File: src/hw/rtl/periodic_task_release_scheduler_top_defines.svh
// Assertion macros for the periodic task release scheduler.
`ifndef PERIODIC_TASK_RELEASE_SCHEDULER_TOP_DEFINES_SVH
`define PERIODIC_TASK_RELEASE_SCHEDULER_TOP_DEFINES_SVH

// Same-cycle implication, disabled during reset.
`define PTRS_ASSERT_NOW(label, ante, cons, msg) \
  label: assert property (@(posedge clk) disable iff (!rst_n) (ante) |-> (cons)) \
    else $error(msg);

// Next-cycle implication, disabled during reset.
`define PTRS_ASSERT_NEXT(label, ante, cons, msg) \
  label: assert property (@(posedge clk) disable iff (!rst_n) (ante) |=> (cons)) \
    else $error(msg);

`endif

File: src/hw/rtl/ptrs_pkg.sv
// Shared types, request codes and helpers for the task release scheduler.
package ptrs_pkg;

  localparam logic [2:0] REQ_TICK     = 3'd0;
  localparam logic [2:0] REQ_DISPATCH = 3'd1;
  localparam logic [2:0] REQ_ADD      = 3'd2;
  localparam logic [2:0] REQ_ENABLE   = 3'd3;
  localparam logic [2:0] REQ_PERIOD   = 3'd4;
  localparam logic [2:0] REQ_RELEASE  = 3'd5;

  localparam logic [7:0] PEND_MAX = 8'hFF;

  typedef struct packed {
    logic [2:0]  req_type;
    logic [3:0]  task_slot;
    logic [15:0] period_ticks;
    logic [15:0] first_delay;
    logic        enable_value;
    logic        rel_now;
  } req_t;

  typedef struct packed {
    logic       accepted;
    logic       run_valid;
    logic [3:0] run_slot;
  } rsp_t;

  typedef struct packed {
    logic [15:0] period;
    logic [15:0] countdown;
    logic [7:0]  pending;
  } entry_t;

  localparam int ENTRY_W = $bits(entry_t);

  typedef enum logic [2:0] {
    WR_NONE,
    WR_TICK,
    WR_DISP,
    WR_ADD,
    WR_UPD,
    WR_EN
  } wr_kind_t;

  typedef struct packed {
    logic     load_req;
    logic     rd_scan;
    logic     rd_slot;
    wr_kind_t wr;
    logic     emit;
    logic     accepted;
    logic     run_valid;
  } cmd_t;

  typedef struct packed {
    logic [2:0] req_type;
    logic       in_table;
    logic       present;
    logic       hit;
    logic       scan_done;
    logic       out_free;
  } sts_t;

  function automatic logic [7:0] bump_pending(logic [7:0] p);
    return (p == PEND_MAX) ? p : p + 8'd1;
  endfunction

endpackage

File: src/hw/rtl/ptrs_chan_if.sv
// Request and response channel interfaces for the task release scheduler.
interface ptrs_req_if;
  logic        valid;
  logic        ready;
  logic [2:0]  req_type;
  logic [3:0]  task_slot;
  logic [15:0] period_ticks;
  logic [15:0] first_delay;
  logic        enable_value;
  logic        rel_now;

  modport source (
    output valid, req_type, task_slot, period_ticks, first_delay, enable_value, rel_now,
    input  ready
  );
  modport sink (
    input  valid, req_type, task_slot, period_ticks, first_delay, enable_value, rel_now,
    output ready
  );
endinterface

interface ptrs_rsp_if;
  logic       valid;
  logic       ready;
  logic       accepted;
  logic       run_valid;
  logic [3:0] run_slot;

  modport source (
    output valid, accepted, run_valid, run_slot,
    input  ready
  );
  modport sink (
    input  valid, accepted, run_valid, run_slot,
    output ready
  );
endinterface

File: src/hw/rtl/ptrs_ram.sv
// Generic single-write, single-read RAM with registered read data.
module ptrs_ram #(
  parameter int WIDTH = 40,
  parameter int DEPTH = 16,
  localparam int AW = (DEPTH > 1) ? $clog2(DEPTH) : 1
) (
  input  logic             clk,
  input  logic             wr_en,
  input  logic [AW-1:0]    wr_addr,
  input  logic [WIDTH-1:0] wr_data,
  input  logic             rd_en,
  input  logic [AW-1:0]    rd_addr,
  output logic [WIDTH-1:0] rd_data
);

  logic [WIDTH-1:0] mem_r [DEPTH];
  logic [WIDTH-1:0] rd_data_r;

  always_ff @(posedge clk) begin
    if (wr_en) begin
      mem_r[wr_addr] <= wr_data;
    end
    if (rd_en) begin
      rd_data_r <= mem_r[rd_addr];
    end
  end

  assign rd_data = rd_data_r;

endmodule

File: src/hw/rtl/ptrs_ctrl.sv
// Sequencer for the task release scheduler: decodes requests and steps slot scans.
module ptrs_ctrl (
  input  logic           clk,
  input  logic           rst_n,
  input  logic           in_valid,
  output logic           in_ready,
  input  ptrs_pkg::sts_t sts,
  output ptrs_pkg::cmd_t cmd
);

  typedef enum logic [2:0] {
    ST_IDLE,
    ST_DECODE,
    ST_TICK,
    ST_DISP,
    ST_UPD,
    ST_DONE
  } state_t;

  state_t state_r, state_nxt;
  logic   acc_r, acc_nxt;
  logic   hit_r, hit_nxt;

  always_comb begin
    state_nxt = state_r;
    acc_nxt   = acc_r;
    hit_nxt   = hit_r;
    cmd       = '0;
    cmd.wr    = ptrs_pkg::WR_NONE;
    in_ready  = (state_r == ST_IDLE);
    case (state_r)
      ST_IDLE: begin
        if (in_valid) begin
          cmd.load_req = 1'b1;
          state_nxt    = ST_DECODE;
        end
      end
      ST_DECODE: begin
        hit_nxt = 1'b0;
        case (sts.req_type)
          ptrs_pkg::REQ_TICK: begin
            cmd.rd_scan = 1'b1;
            state_nxt   = ST_TICK;
          end
          ptrs_pkg::REQ_DISPATCH: begin
            cmd.rd_scan = 1'b1;
            state_nxt   = ST_DISP;
          end
          ptrs_pkg::REQ_ADD: begin
            if (sts.in_table) begin
              cmd.wr = ptrs_pkg::WR_ADD;
            end
            acc_nxt   = sts.in_table;
            state_nxt = ST_DONE;
          end
          ptrs_pkg::REQ_ENABLE: begin
            if (sts.present) begin
              cmd.wr = ptrs_pkg::WR_EN;
            end
            acc_nxt   = sts.present;
            state_nxt = ST_DONE;
          end
          ptrs_pkg::REQ_PERIOD, ptrs_pkg::REQ_RELEASE: begin
            if (sts.present) begin
              cmd.rd_slot = 1'b1;
              state_nxt   = ST_UPD;
            end else begin
              acc_nxt   = 1'b0;
              state_nxt = ST_DONE;
            end
          end
          default: begin
            acc_nxt   = 1'b0;
            state_nxt = ST_DONE;
          end
        endcase
      end
      ST_TICK: begin
        cmd.wr = ptrs_pkg::WR_TICK;
        if (sts.scan_done) begin
          acc_nxt   = 1'b1;
          state_nxt = ST_DONE;
        end else begin
          cmd.rd_scan = 1'b1;
        end
      end
      ST_DISP: begin
        if (sts.hit) begin
          cmd.wr    = ptrs_pkg::WR_DISP;
          acc_nxt   = 1'b1;
          hit_nxt   = 1'b1;
          state_nxt = ST_DONE;
        end else if (sts.scan_done) begin
          acc_nxt   = 1'b1;
          state_nxt = ST_DONE;
        end else begin
          cmd.rd_scan = 1'b1;
        end
      end
      ST_UPD: begin
        cmd.wr    = ptrs_pkg::WR_UPD;
        acc_nxt   = 1'b1;
        state_nxt = ST_DONE;
      end
      ST_DONE: begin
        if (sts.out_free) begin
          cmd.emit      = 1'b1;
          cmd.accepted  = acc_r;
          cmd.run_valid = hit_r;
          state_nxt     = ST_IDLE;
        end
      end
      default: begin
        state_nxt = ST_IDLE;
      end
    endcase
  end

  always_ff @(posedge clk) begin
    if (!rst_n) begin
      state_r <= ST_IDLE;
      acc_r   <= 1'b0;
      hit_r   <= 1'b0;
    end else begin
      state_r <= state_nxt;
      acc_r   <= acc_nxt;
      hit_r   <= hit_nxt;
    end
  end

endmodule

File: src/hw/rtl/ptrs_dp.sv
// Datapath for the task release scheduler: slot table, scan pointer, update logic, result register.
module ptrs_dp #(
  parameter int NUM_SLOTS = 16,
  localparam int IDX_W = (NUM_SLOTS > 1) ? $clog2(NUM_SLOTS) : 1,
  localparam int CNT_W = $clog2(NUM_SLOTS + 1)
) (
  input  logic           clk,
  input  logic           rst_n,
  input  ptrs_pkg::req_t in_req,
  input  ptrs_pkg::cmd_t cmd,
  output ptrs_pkg::sts_t sts,
  output logic           out_valid,
  input  logic           out_ready,
  output ptrs_pkg::rsp_t out_rsp
);

  ptrs_pkg::req_t         req_r;
  logic [CNT_W-1:0]       ptr_r;
  logic [IDX_W-1:0]       rd_idx_r;
  logic [NUM_SLOTS-1:0]   present_r;
  logic [NUM_SLOTS-1:0]   enabled_r;
  logic                   out_vld_r, out_vld_nxt;
  ptrs_pkg::rsp_t         rsp_r;

  logic [5:0]             slot_ext;
  logic [IDX_W-1:0]       req_idx;
  logic                   in_table;
  logic                   rd_en;
  logic [IDX_W-1:0]       rd_addr;
  logic [ptrs_pkg::ENTRY_W-1:0] rd_data;
  ptrs_pkg::entry_t       rd_entry;
  logic                   wr_en;
  logic [IDX_W-1:0]       wr_addr;
  ptrs_pkg::entry_t       wr_data;
  logic [15:0]            cd_dec;
  logic                   tick_act;
  logic [5:0]             rd_idx_ext;

  assign slot_ext   = 6'(req_r.task_slot);
  assign req_idx    = slot_ext[IDX_W-1:0];
  assign in_table   = 7'(req_r.task_slot) < 7'(NUM_SLOTS);
  assign rd_entry   = ptrs_pkg::entry_t'(rd_data);
  assign rd_en      = cmd.rd_scan | cmd.rd_slot;
  assign rd_addr    = cmd.rd_slot ? req_idx : ptr_r[IDX_W-1:0];
  assign cd_dec     = rd_entry.countdown - 16'd1;
  assign tick_act   = present_r[rd_idx_r] && enabled_r[rd_idx_r] && (rd_entry.countdown != 16'd0);
  assign rd_idx_ext = 6'(rd_idx_r);

  always_comb begin
    wr_en   = 1'b0;
    wr_addr = rd_idx_r;
    wr_data = rd_entry;
    case (cmd.wr)
      ptrs_pkg::WR_TICK: begin
        if (tick_act) begin
          wr_en = 1'b1;
          if (cd_dec == 16'd0) begin
            wr_data.pending   = ptrs_pkg::bump_pending(rd_entry.pending);
            wr_data.countdown = rd_entry.period;
          end else begin
            wr_data.countdown = cd_dec;
          end
        end
      end
      ptrs_pkg::WR_DISP: begin
        wr_en           = 1'b1;
        wr_data.pending = rd_entry.pending - 8'd1;
      end
      ptrs_pkg::WR_ADD: begin
        wr_en             = 1'b1;
        wr_addr           = req_idx;
        wr_data.period    = req_r.period_ticks;
        wr_data.countdown = req_r.first_delay;
        wr_data.pending   = 8'd0;
      end
      ptrs_pkg::WR_UPD: begin
        wr_en = 1'b1;
        if (req_r.req_type == ptrs_pkg::REQ_PERIOD) begin
          wr_data.period = req_r.period_ticks;
          if (req_r.rel_now) begin
            wr_data.pending = ptrs_pkg::bump_pending(rd_entry.pending);
          end
        end else begin
          wr_data.pending = ptrs_pkg::bump_pending(rd_entry.pending);
        end
      end
      default: begin
        wr_en = 1'b0;
      end
    endcase
  end

  ptrs_ram #(
    .WIDTH (ptrs_pkg::ENTRY_W),
    .DEPTH (NUM_SLOTS)
  ) u_table (
    .clk     (clk),
    .wr_en   (wr_en),
    .wr_addr (wr_addr),
    .wr_data (wr_data),
    .rd_en   (rd_en),
    .rd_addr (rd_addr),
    .rd_data (rd_data)
  );

  always_ff @(posedge clk) begin
    if (cmd.load_req) begin
      req_r <= in_req;
    end
  end

  always_ff @(posedge clk) begin
    if (!rst_n) begin
      ptr_r     <= '0;
      rd_idx_r  <= '0;
      present_r <= '0;
      enabled_r <= '0;
    end else begin
      if (cmd.load_req) begin
        ptr_r <= '0;
      end else if (cmd.rd_scan) begin
        ptr_r <= ptr_r + CNT_W'(1);
      end
      if (rd_en) begin
        rd_idx_r <= rd_addr;
      end
      if (cmd.wr == ptrs_pkg::WR_ADD) begin
        present_r[req_idx] <= 1'b1;
        enabled_r[req_idx] <= 1'b0;
      end else if (cmd.wr == ptrs_pkg::WR_EN) begin
        enabled_r[req_idx] <= req_r.enable_value;
      end
    end
  end

  always_comb begin
    out_vld_nxt = out_vld_r;
    if (cmd.emit) begin
      out_vld_nxt = 1'b1;
    end else if (out_ready) begin
      out_vld_nxt = 1'b0;
    end
  end

  always_ff @(posedge clk) begin
    if (!rst_n) begin
      out_vld_r <= 1'b0;
    end else begin
      out_vld_r <= out_vld_nxt;
    end
  end

  always_ff @(posedge clk) begin
    if (cmd.emit) begin
      rsp_r.accepted  <= cmd.accepted;
      rsp_r.run_valid <= cmd.run_valid;
      rsp_r.run_slot  <= cmd.run_valid ? rd_idx_ext[3:0] : 4'd0;
    end
  end

  assign out_valid = out_vld_r;
  assign out_rsp   = rsp_r;

  always_comb begin
    sts.req_type  = req_r.req_type;
    sts.in_table  = in_table;
    sts.present   = in_table && present_r[req_idx];
    sts.hit       = present_r[rd_idx_r] && enabled_r[rd_idx_r] && (rd_entry.pending != 8'd0);
    sts.scan_done = (ptr_r == CNT_W'(NUM_SLOTS));
    sts.out_free  = !out_vld_r || out_ready;
  end

endmodule

File: src/hw/rtl/periodic_task_release_scheduler_top.sv
// Top level of the periodic task release scheduler (fixed-priority, run-to-completion).
// From acceptance, a tick reads every slot in order; a dispatch stops at the first pending, enabled slot.
// Add and enable write in decode; set period and release: read-modify-write of one entry.
// One transaction in flight; the next is taken once the controller is back in idle after the result
// register loads: a tick scans one slot per cycle, and a held result stalls the input.
// Reset clears present and enable flags at once; table contents need no clearing pass.
`include "periodic_task_release_scheduler_top_defines.svh"

module periodic_task_release_scheduler_top #(
  parameter int NUM_SLOTS = 16
) (
  input  logic              clk,
  input  logic              rst_n,
  ptrs_req_if.sink          in_ch,
  ptrs_rsp_if.source        out_ch
);

  ptrs_pkg::req_t in_req;
  ptrs_pkg::cmd_t cmd;
  ptrs_pkg::sts_t sts;
  ptrs_pkg::rsp_t out_rsp;
  logic           in_ready;
  logic           out_valid;

  assign in_req.req_type     = in_ch.req_type;
  assign in_req.task_slot    = in_ch.task_slot;
  assign in_req.period_ticks = in_ch.period_ticks;
  assign in_req.first_delay  = in_ch.first_delay;
  assign in_req.enable_value = in_ch.enable_value;
  assign in_req.rel_now      = in_ch.rel_now;
  assign in_ch.ready         = in_ready;

  ptrs_ctrl u_ctrl (
    .clk      (clk),
    .rst_n    (rst_n),
    .in_valid (in_ch.valid),
    .in_ready (in_ready),
    .sts      (sts),
    .cmd      (cmd)
  );

  ptrs_dp #(
    .NUM_SLOTS (NUM_SLOTS)
  ) u_dp (
    .clk       (clk),
    .rst_n     (rst_n),
    .in_req    (in_req),
    .cmd       (cmd),
    .sts       (sts),
    .out_valid (out_valid),
    .out_ready (out_ch.ready),
    .out_rsp   (out_rsp)
  );

  assign out_ch.valid     = out_valid;
  assign out_ch.accepted  = out_rsp.accepted;
  assign out_ch.run_valid = out_rsp.run_valid;
  assign out_ch.run_slot  = out_rsp.run_slot;

  `PTRS_ASSERT_NEXT(a_busy_after_accept, in_ch.valid && in_ch.ready, !in_ch.ready, "new transaction taken while one in progress")
  `PTRS_ASSERT_NOW(a_idle_slot_zero, out_ch.valid && !out_ch.run_valid, out_ch.run_slot == 4'd0, "run_slot nonzero without a dispatched slot")
  `PTRS_ASSERT_NOW(a_run_implies_acc, out_ch.valid && out_ch.run_valid, out_ch.accepted, "dispatched slot reported without acceptance")

endmodule
File: src/flat_wrapper.sv
// flat-port wrapper written by rule: the top's interface ports become plain ports
module periodic_task_release_scheduler_top_flat 
#(
  parameter int NUM_SLOTS = 16
)
  (clk, rst_n, in_ch_valid, in_ch_req_type, in_ch_task_slot, in_ch_period_ticks, in_ch_first_delay, in_ch_enable_value, in_ch_rel_now, in_ch_ready, out_ch_valid, out_ch_accepted, out_ch_run_valid, out_ch_run_slot, out_ch_ready);
  ptrs_req_if in_ch_i ();
  ptrs_rsp_if out_ch_i ();
  input  logic clk;
  input  logic rst_n;
  input wire logic [$bits(in_ch_i.valid)-1:0] in_ch_valid;
  input wire logic [$bits(in_ch_i.req_type)-1:0] in_ch_req_type;
  input wire logic [$bits(in_ch_i.task_slot)-1:0] in_ch_task_slot;
  input wire logic [$bits(in_ch_i.period_ticks)-1:0] in_ch_period_ticks;
  input wire logic [$bits(in_ch_i.first_delay)-1:0] in_ch_first_delay;
  input wire logic [$bits(in_ch_i.enable_value)-1:0] in_ch_enable_value;
  input wire logic [$bits(in_ch_i.rel_now)-1:0] in_ch_rel_now;
  output wire logic [$bits(in_ch_i.ready)-1:0] in_ch_ready;
  output wire logic [$bits(out_ch_i.valid)-1:0] out_ch_valid;
  output wire logic [$bits(out_ch_i.accepted)-1:0] out_ch_accepted;
  output wire logic [$bits(out_ch_i.run_valid)-1:0] out_ch_run_valid;
  output wire logic [$bits(out_ch_i.run_slot)-1:0] out_ch_run_slot;
  input wire logic [$bits(out_ch_i.ready)-1:0] out_ch_ready;
  assign in_ch_i.valid = in_ch_valid;
  assign in_ch_i.req_type = in_ch_req_type;
  assign in_ch_i.task_slot = in_ch_task_slot;
  assign in_ch_i.period_ticks = in_ch_period_ticks;
  assign in_ch_i.first_delay = in_ch_first_delay;
  assign in_ch_i.enable_value = in_ch_enable_value;
  assign in_ch_i.rel_now = in_ch_rel_now;
  assign in_ch_ready = in_ch_i.ready;
  assign out_ch_valid = out_ch_i.valid;
  assign out_ch_accepted = out_ch_i.accepted;
  assign out_ch_run_valid = out_ch_i.run_valid;
  assign out_ch_run_slot = out_ch_i.run_slot;
  assign out_ch_i.ready = out_ch_ready;
  periodic_task_release_scheduler_top #(.NUM_SLOTS(NUM_SLOTS)) u_core (.clk(clk), .rst_n(rst_n), .in_ch(in_ch_i), .out_ch(out_ch_i));
endmodule
File: config.mk
export PLATFORM = sky130hd
export DESIGN_NAME = periodic_task_release_scheduler_top_flat
export DESIGN_NICKNAME = d
export VERILOG_FILES = /design/src/hw/rtl/ptrs_pkg.sv /design/src/hw/rtl/ptrs_chan_if.sv /design/src/hw/rtl/ptrs_ram.sv /design/src/hw/rtl/ptrs_ctrl.sv /design/src/hw/rtl/ptrs_dp.sv /design/src/hw/rtl/periodic_task_release_scheduler_top.sv /design/src/flat_wrapper.sv
export VERILOG_INCLUDE_DIRS = /design/src /design/src/hw/rtl
export SDC_FILE = /design/constraint.sdc
export NUM_CORES = 1
export LEC_CHECK = 0
export BUFFER_PORTS_ARGS = -buffer_cell sky130_fd_sc_hd__buf_2
export CORE_MARGIN = 5
export CORE_UTILIZATION = 45
export CTS_CLUSTER_SIZE = 24
export DETAILED_ROUTE_END_ITERATION = 8
export GPL_ROUTABILITY_DRIVEN = 0
export PLACE_DENSITY = 0.68
export REMOVE_ABC_BUFFERS = 1
export SLEW_MARGIN = 0
export SYNTH_ARGS = -nofsm -noshare
export SYNTH_HDL_FRONTEND = slang
export SYNTH_SLANG_ARGS = --single-unit
File: constraint.sdc
create_clock -name clk -period 5.8 [get_ports clk]
set_clock_uncertainty 0.1 [all_clocks]
set_input_delay 0.87 -clock clk [delete_from_list [all_inputs] [get_ports clk]]
set_output_delay 0.87 -clock clk [all_outputs]
set_load 0.03 [all_outputs]
==> impl_metrics.csv, run 1 <==
group,metric,value,unit
run_status,outcome,"completed",
placement,hpwlAfterDp,43900,um
cts,insertion_delay,0.63,ns
floorplanning,io_pins,53,
layout,fin_nets,2074,
layout,filler_cell_count,5578,
placement,portBuffers,52,
sta,setup_viol,0,
cts,cts_setup_buffers,0,
floorplanning,core,0.0687,mm2
setup_path,max_stage_delay,0.97,ns
synthesis,synth_cell_types,73,
setup_path,cp-endpoint,"u_core.u_dp.u_table.mem_r[11][4]",
cts,cts_root_buf,"clkbuf_16",
cts,cts_tree,"yes",
global_routing,antenna_found_initial,0,
global_routing,grtUsageTotal,0.209,
synthesis,ys_seq_elements,774,
pwr,pwr-share-comb,0.065,
setup_path,crit_required,5.94,ns
layout,num_antenna_cells,0,
routing,drt-initial-drc-count,2106,
floorplanning,start_util,0.455,
global_routing,grt_pass1_wl,117000,um
sta,drv_slew,0,
global_routing,grt-ovfl-total,0,
layout,final_core_util,0.517,
floorplanning,die_h,273,um
routing,drc,0,
setup_path,worstPathCellList,"or4_1, nor3_1, nand4_1, nand3_1, nor2_1, a21oi_1, o32ai_1, a21oi_1",
pwr,p_leak,0.0134,uW
setup_path,r2r_slack,0.91,ns
routing,drt-total-wl,79900,um
synthesis,syn_area,0.0312,mm2
floorplanning,rows,96,
cts,cts_hold_buf,0,
routing,drt-vias-per-instance,6.06,
pwr,power_density,343,mW/mm2
setup_path,rr_worst_depth,8,
cts,clkTransAtPathRegs,0.06,ns
sta,hold_viol_final,0,
sta,worst_pin_slew,1.31,ns
hold_path,worst_hold_path_type,"input pin to flop",
pwr,power_switching,2730,uW
setup_path,crit_type,"flop to flop",
pwr,switching_share,0.224,
sta,clock.fmax,205,MHz
sta,timing.hold.ws,0.314,ns
synthesis,synth_warnings,0,
synthesis,synthArstFlopShare,0,
setup_path,slowest_stage,"a21oi_1",
cts,cts_buffers,79,
setup_path,worst-path-max-fanout,16,
cts,clock_path_buffers,3,
setup_path,crit_start,"u_core.u_dp.u_table.rd_data[11]",
cts,ctsResizeCount,0,
routing,via_count,18300,
global_routing,grt_max_degree,98,
floorplanning,die_w,273,um
synthesis,ys.flop_type,"edfxtp_1",
layout,synthToLayoutAreaGrowth,13.8,%
pwr,irDropWorstVdd,0.231,mV
sta,post-route-min-period,4.89,ns
setup_path,crit_top_cell,"a21oi_1",
global_routing,grt_pass1_vias,17900,
sta,fin_crit_sh,0.843,
setup_path,reg2reg_to,"u_core.u_dp.u_table.mem_r[11][4]",
setup_path,r2r-start,"u_core.u_dp.u_table.rd_data[11]",
synthesis,synth_edf_count,727,
pwr,p_int,9470,uW
routing,drt_pass1_iterations,8,
layout,drive_gt1_frac,0.135,
synthesis,avgSynthCellArea,16.1,um2
routing,wire_per_inst,26.5,um
routing,ant_nets,0,
sta,fin_tns_setup,0,ns
sta,rsz0062_at_grt,"false",
synthesis,ys_seq_area_frac,0.729,
synthesis,synth_cells,1940,
sta,slew_headroom,0.129,
pwr,seq_power_share,0.531,
pwr,p_clk_frac,0.404,
cts,clock_sinks,774,
flow_run,maxCapViolCount,0,
floorplanning,die-area,0.0748,mm2
setup_path,end_kind,"flop",
setup_path,arrival,5.03,ns
cts,cts-htree-levels,3,
setup_path,worst_setup_path_start_kind,"flop",
## kinds of logic (layout without fill, tap and decap cells)
group	after synthesis	after routing	synth area share
XOR/XNOR	7	7	0.00196
multiplexers	353	353	0.118
adder cells (fa/ha/maj)	7	7	0.00280
flip-flops	774	774	0.729
buffers and inverters	121	265	0.0203
AND/OR/NAND/NOR	337	337	0.0555
AO/OA/AOI/OAI	341	341	0.0730
## cell usage after synthesis (6+ instances only)
master,count,share of area
edfxtp_1,727,0.70
mux2i_1,327,0.10
o22ai_1,163,0.033
nor2_1,85,0.010
nand2_1,76,0.0091
clkbuf_1,48,0.0058
dfxtp_1,47,0.030
a21oi_1,46,0.0074
or4_1,41,0.0099
buf_2,35,0.0056
nor3_1,34,0.0054
o21ai_0,27,0.0043
and3_1,20,0.0040
a32o_1,16,0.0051
mux2_2,16,0.0058
o21a_1,16,0.0038
buf_6,15,0.0054
nand3_1,15,0.0024
nor2b_1,13,0.0026
inv_1,12,0.0014
and2_1,11,0.0022
nand2b_1,10,0.0020
a22oi_1,9,0.0022
a31oi_1,9,0.0018
mux4_2,8,0.0058
ha_1,7,0.0028
buf_4,6,0.0014
or3_1,6,0.0012
## flip-flops by register name, summed over array words and instances (netlist names), 3 cells and up
| name | cells |
|---|---|
| u_core.u_dp.enabled_r | 16 |
| u_core.u_dp.u_table.mem_r | 640 |
| u_core.u_dp.rd_idx_r | 4 |
| u_core.u_dp.req_r | 34 |
| u_core.u_dp.ptr_r | 5 |
| u_core.u_dp.sts | 3 |
| u_core.u_dp.u_table.rd_data | 40 |
| u_core.u_ctrl.state_r | 3 |
| u_core.u_dp.present_r | 16 |
| u_core.u_dp.out_rsp | 6 |
| u_core.u_dp.req_idx | 4 |
## metal layers
layer	GRT usage	routed length, um
met1	0.293	33100
met2	0.334	37400
met3	0.0387	6810
met4	0.0681	2600
met5	0	0
## how the worst min path moves through the flow
stage                          from              endpoint  slack, ns  depth (start not counted)
3_3_place_gp    u_core.u_ctrl.acc_r   u_core.u_ctrl.acc_r       0.35                          2
6_report       in_ch_first_delay[6]  u_core.u_dp.req_r[8]       0.31                          1
4_1_cts        in_ch_first_delay[6]  u_core.u_dp.req_r[8]       0.29                          1
5_1_grt        in_ch_first_delay[6]  u_core.u_dp.req_r[8]       0.29                          1
3_5_place_dp    u_core.u_ctrl.acc_r   u_core.u_ctrl.acc_r       0.36                          2
2_1_floorplan   u_core.u_ctrl.acc_r   u_core.u_ctrl.acc_r       0.33                          2
## per-stage QoR
step                      instance area (um2)  cells  total power [uW]  worst slack, ns
after floorplan                         30700   1832              7160           -11.99
after global placement                  33000   2872              7350             1.12
after detailed placement                33000   2872              7370             1.09
after CTS                               35600   3015             12200             1.07
after global routing                    35600   3015             12600            0.588
final                                   35600   3015             12200            0.911
## critical path: cells and delay by family, from the launching register on
family | cells | cell delay (ns)
AO/OA/AOI/OAI | 3 | 1.74
AND/OR/NAND/NOR | 5 | 2.10
flip-flops | 1 | 0.55
## power groups by stage
stage | sequential [uW] | clock [uW] | combinational, uW
final | 6470 | 4920 | 798
after global routing | 6480 | 5240 | 855
after CTS | 6470 | 4990 | 791
after detailed placement | 6590 | 0 | 788
after global placement | 6580 | 0 | 763
after floorplan | 6530 | 0 | 629
## cell usage in the layout, fill, tap and decap left out, drive strengths merged, types with 12 or more instances in the layout
cell type  count
a32o          17
nor3          34
o21ai         27
nand2         77
nor2b         13
clkbuf       102
o21a          16
a21oi         49
inv           15
nor2          86
o22ai        163
edfxtp       727
buf          109
clkinv        31
nand3         15
and2          12
or4           41
dfxtp         47
and3          20
mux2i        327
mux2          17
## layout make-up
type                       instances  area, um2  share of cell area
clock buffer                     102       2110              0.0592
clock inverter                    41        414              0.0116
inverter                          13       48.8             0.00137
multi-input combinational       1045       8080               0.227
sequential                       774      22800               0.641
tap                              931       1160              0.0328
timing repair buffer             109        963              0.0271
Note: power is estimated with default switching activity, not from simulation.
==> run 2: changes to the inputs <==
--- a/config.mk
+++ b/config.mk
@@ -12,7 +12,7 @@
 export CTS_CLUSTER_SIZE = 24
 export DETAILED_ROUTE_END_ITERATION = 8
 export GPL_ROUTABILITY_DRIVEN = 0
-export PLACE_DENSITY = 0.68
+export PLACE_DENSITY = 0.71
 export REMOVE_ABC_BUFFERS = 1
 export SLEW_MARGIN = 0
 export SYNTH_ARGS = -nofsm -noshare
==> constraint.sdc (replaced) <==
create_clock -name clk -period 4.37 [get_ports clk]
set_clock_uncertainty 0.1 [all_clocks]
set_input_delay 0.6555 -clock clk [delete_from_list [all_inputs] [get_ports clk]]
set_output_delay 0.6555 -clock clk [all_outputs]
set_load 0.03 [all_outputs]
==> run 2 against run 1 <==
  * Register-to-register slack got worse by 0.62 ns
  * Core utilization increased by 0.49 points
  * Wire length decreased by 0.38%
  * Total power increased by 34%
  * Sequential power increased by 32%
  * Via count increased by 0.81%
  * First-iteration DRC count increased by 4.7%
  * Count of clock-buffer cells in the layout decreased by 13
  * Flip-flop and latch count unchanged
  * Setup slack got worse by 0.62 ns
  * Die area unchanged
==> impl_metrics.csv, run 2 (synthesized netlist as in run 1, its figures left out) <==
group,metric,value,unit
global_routing,use_met3,0.0411,
layout,drive_gt1_frac,0.158,
setup_path,worst-path-max-fanout,49,
pwr,power_density,456,mW/mm2
floorplanning,rows,96,
layout,largest_reg_flops,640,
floorplanning,io_pins,53,
sta,drv_slew,0,
routing,drt-vias-per-instance,6.02,
floorplanning,die_h,273,um
routing,drt_pass1_iterations,6,
floorplanning,die-area,0.0748,mm2
floorplanning,core,0.0687,mm2
placement,portBuffers,52,
sta,post-route-min-period,4.08,ns
setup_path,max_stage_delay,0.59,ns
cts,insertion_delay,0.63,ns
sta,hold_viol_final,0,
setup_path,end_kind,"flop",
setup_path,cp.buffers_inverters,2,
layout,num_antenna_cells,0,
placement,hpwlAfterDp,44800,um
layout,final_common_cell,"edfxtp_1",
sta,setup_viol,0,
setup_path,cp_top_family,"multiplexers",
cts,ctsResizeCount,0,
sta,clock.fmax,245,MHz
setup_path,worst_setup_path_start_kind,"flop",
layout,top_register,"u_core.u_dp.u_table.mem_r",
global_routing,grtUsageTotal,0.209,
global_routing,antenna_found_initial,1,
placement,dp_slack,0.325,ns
sta,fin_crit_sh,0.933,
layout,design_area,0.0359,mm2
routing,drt-total-wl,79500,um
setup_path,crit_required,4.64,ns
pwr,p_total,16400,uW
layout,filler_cell_count,5514,
sta,timing.hold.ws,0.0931,ns
routing,drc,0,
cts,clock_path_buffers,3,
global_routing,busiest_layer,"met2",
setup_path,worstPathCellList,"mux4_1, mux2i_1, mux2_4, nor2_8, mux2i_4, buf_12, buf_12, mux2i_1, o22ai_1, or4_1",
routing,drt-initial-drc-count,2205,
placement,place_area,0.0333,mm2
routing,via_count,18400,
setup_path,crit_type,"flop to flop",
global_routing,use_met2,0.330,
global_routing,use_met1,0.293,
sta,slew_headroom,0.267,
cts,cts_root_buf,"clkbuf_16",
pwr,irDropWorstVdd,0.311,mV
global_routing,grt-ovfl-total,0,
global_routing,grt_max_degree,69,
sta,rsz0062_at_grt,"false",
floorplanning,start_util,0.455,
cts,cts_tree,"yes",
routing,wire_per_inst,26.0,um
setup_path,arrival,4.34,ns
cts,cts_setup_buffers,0,
layout,synthToLayoutAreaGrowth,14.9,%
cts,clock_sinks,774,
sta,worst_pin_slew,1.10,ns
cts,cts_buffers,79,
hold_path,worst_hold_path_type,"input pin to flop",
setup_path,slowest_stage,"edfxtp_1",
cts,clkTransAtPathRegs,0.06,ns
cts,cts_hold_buf,0,
cts,cts-htree-levels,3,
floorplanning,die_w,273,um
pwr,p_leak,0.0137,uW
layout,fin_nets,2118,
flow_run,maxCapViolCount,0,
routing,ant_nets,0,
run_status,outcome,"completed",
global_routing,grt_pass1_vias,18300,
layout,final_cell_mix,"edfxtp_1, mux2i_1, o22ai_1",
sta,layout_setup_ws,0.294,ns
global_routing,grt_pass1_wl,118000,um
-- run 2: cell types whose count changed in the layout (fill, tap and decap cells not counted), sizes merged --
cell / delta
inv: +3
bufinv: +2
clkinv: +7
buf: +44
clkbuf: -13
clkinvlp: +2
-- run 2: path summary, 6_finish.rpt --
path | startpoint | endpoint | slack (ns) | cells after the start
worst min register to register | u_core.u_ctrl.acc_r | u_core.u_ctrl.acc_r | 0.39 | 2
worst max register to register | u_core.u_dp.req_idx[0] | u_core.u_dp.u_table.rd_data[35] | 0.29 | 10
worst min-delay path | in_ch_first_delay[8] | u_core.u_dp.req_r[10] | 0.09 | 1
worst max-delay path | u_core.u_dp.req_idx[0] | u_core.u_dp.u_table.rd_data[35] | 0.29 | 10
-- run 2: area by class of cell --
type	instances	area, um2	area share
Inverter	13	48.8	0.00136
Tap cell	931	1160	0.0325
Clock inverter	55	534	0.0149
Timing Repair Buffer	153	1270	0.0354
Clock buffer	89	2060	0.0573
Multi-Input combinational cell	1045	8040	0.224
Sequential cell	774	22800	0.635
-- run 2: report_power, final --
part	leakage [uW]	internal (uW)	switching, uW	total (uW)
logic	0.00546	369	746	1120
clock network	0.00126	3890	2810	6690
registers	0.00695	8440	130	8570
-- run 2: per-stage QoR --
step                      setup TNS (ns)  instances   util
after floorplan                  -817.91       1832      -
after global placement                 0       2916  0.485
after detailed placement               0       2916  0.485
after CTS                              0       3060  0.522
after global routing                   0       3060  0.522
final                                  0       3060  0.522
-- run 2: per-layer routing --
metal,part of all wire,up-vias
met5,0,-
met4,0.034,0
met3,0.088,173
met2,0.47,963
met1,0.41,9296
li1,-,8000
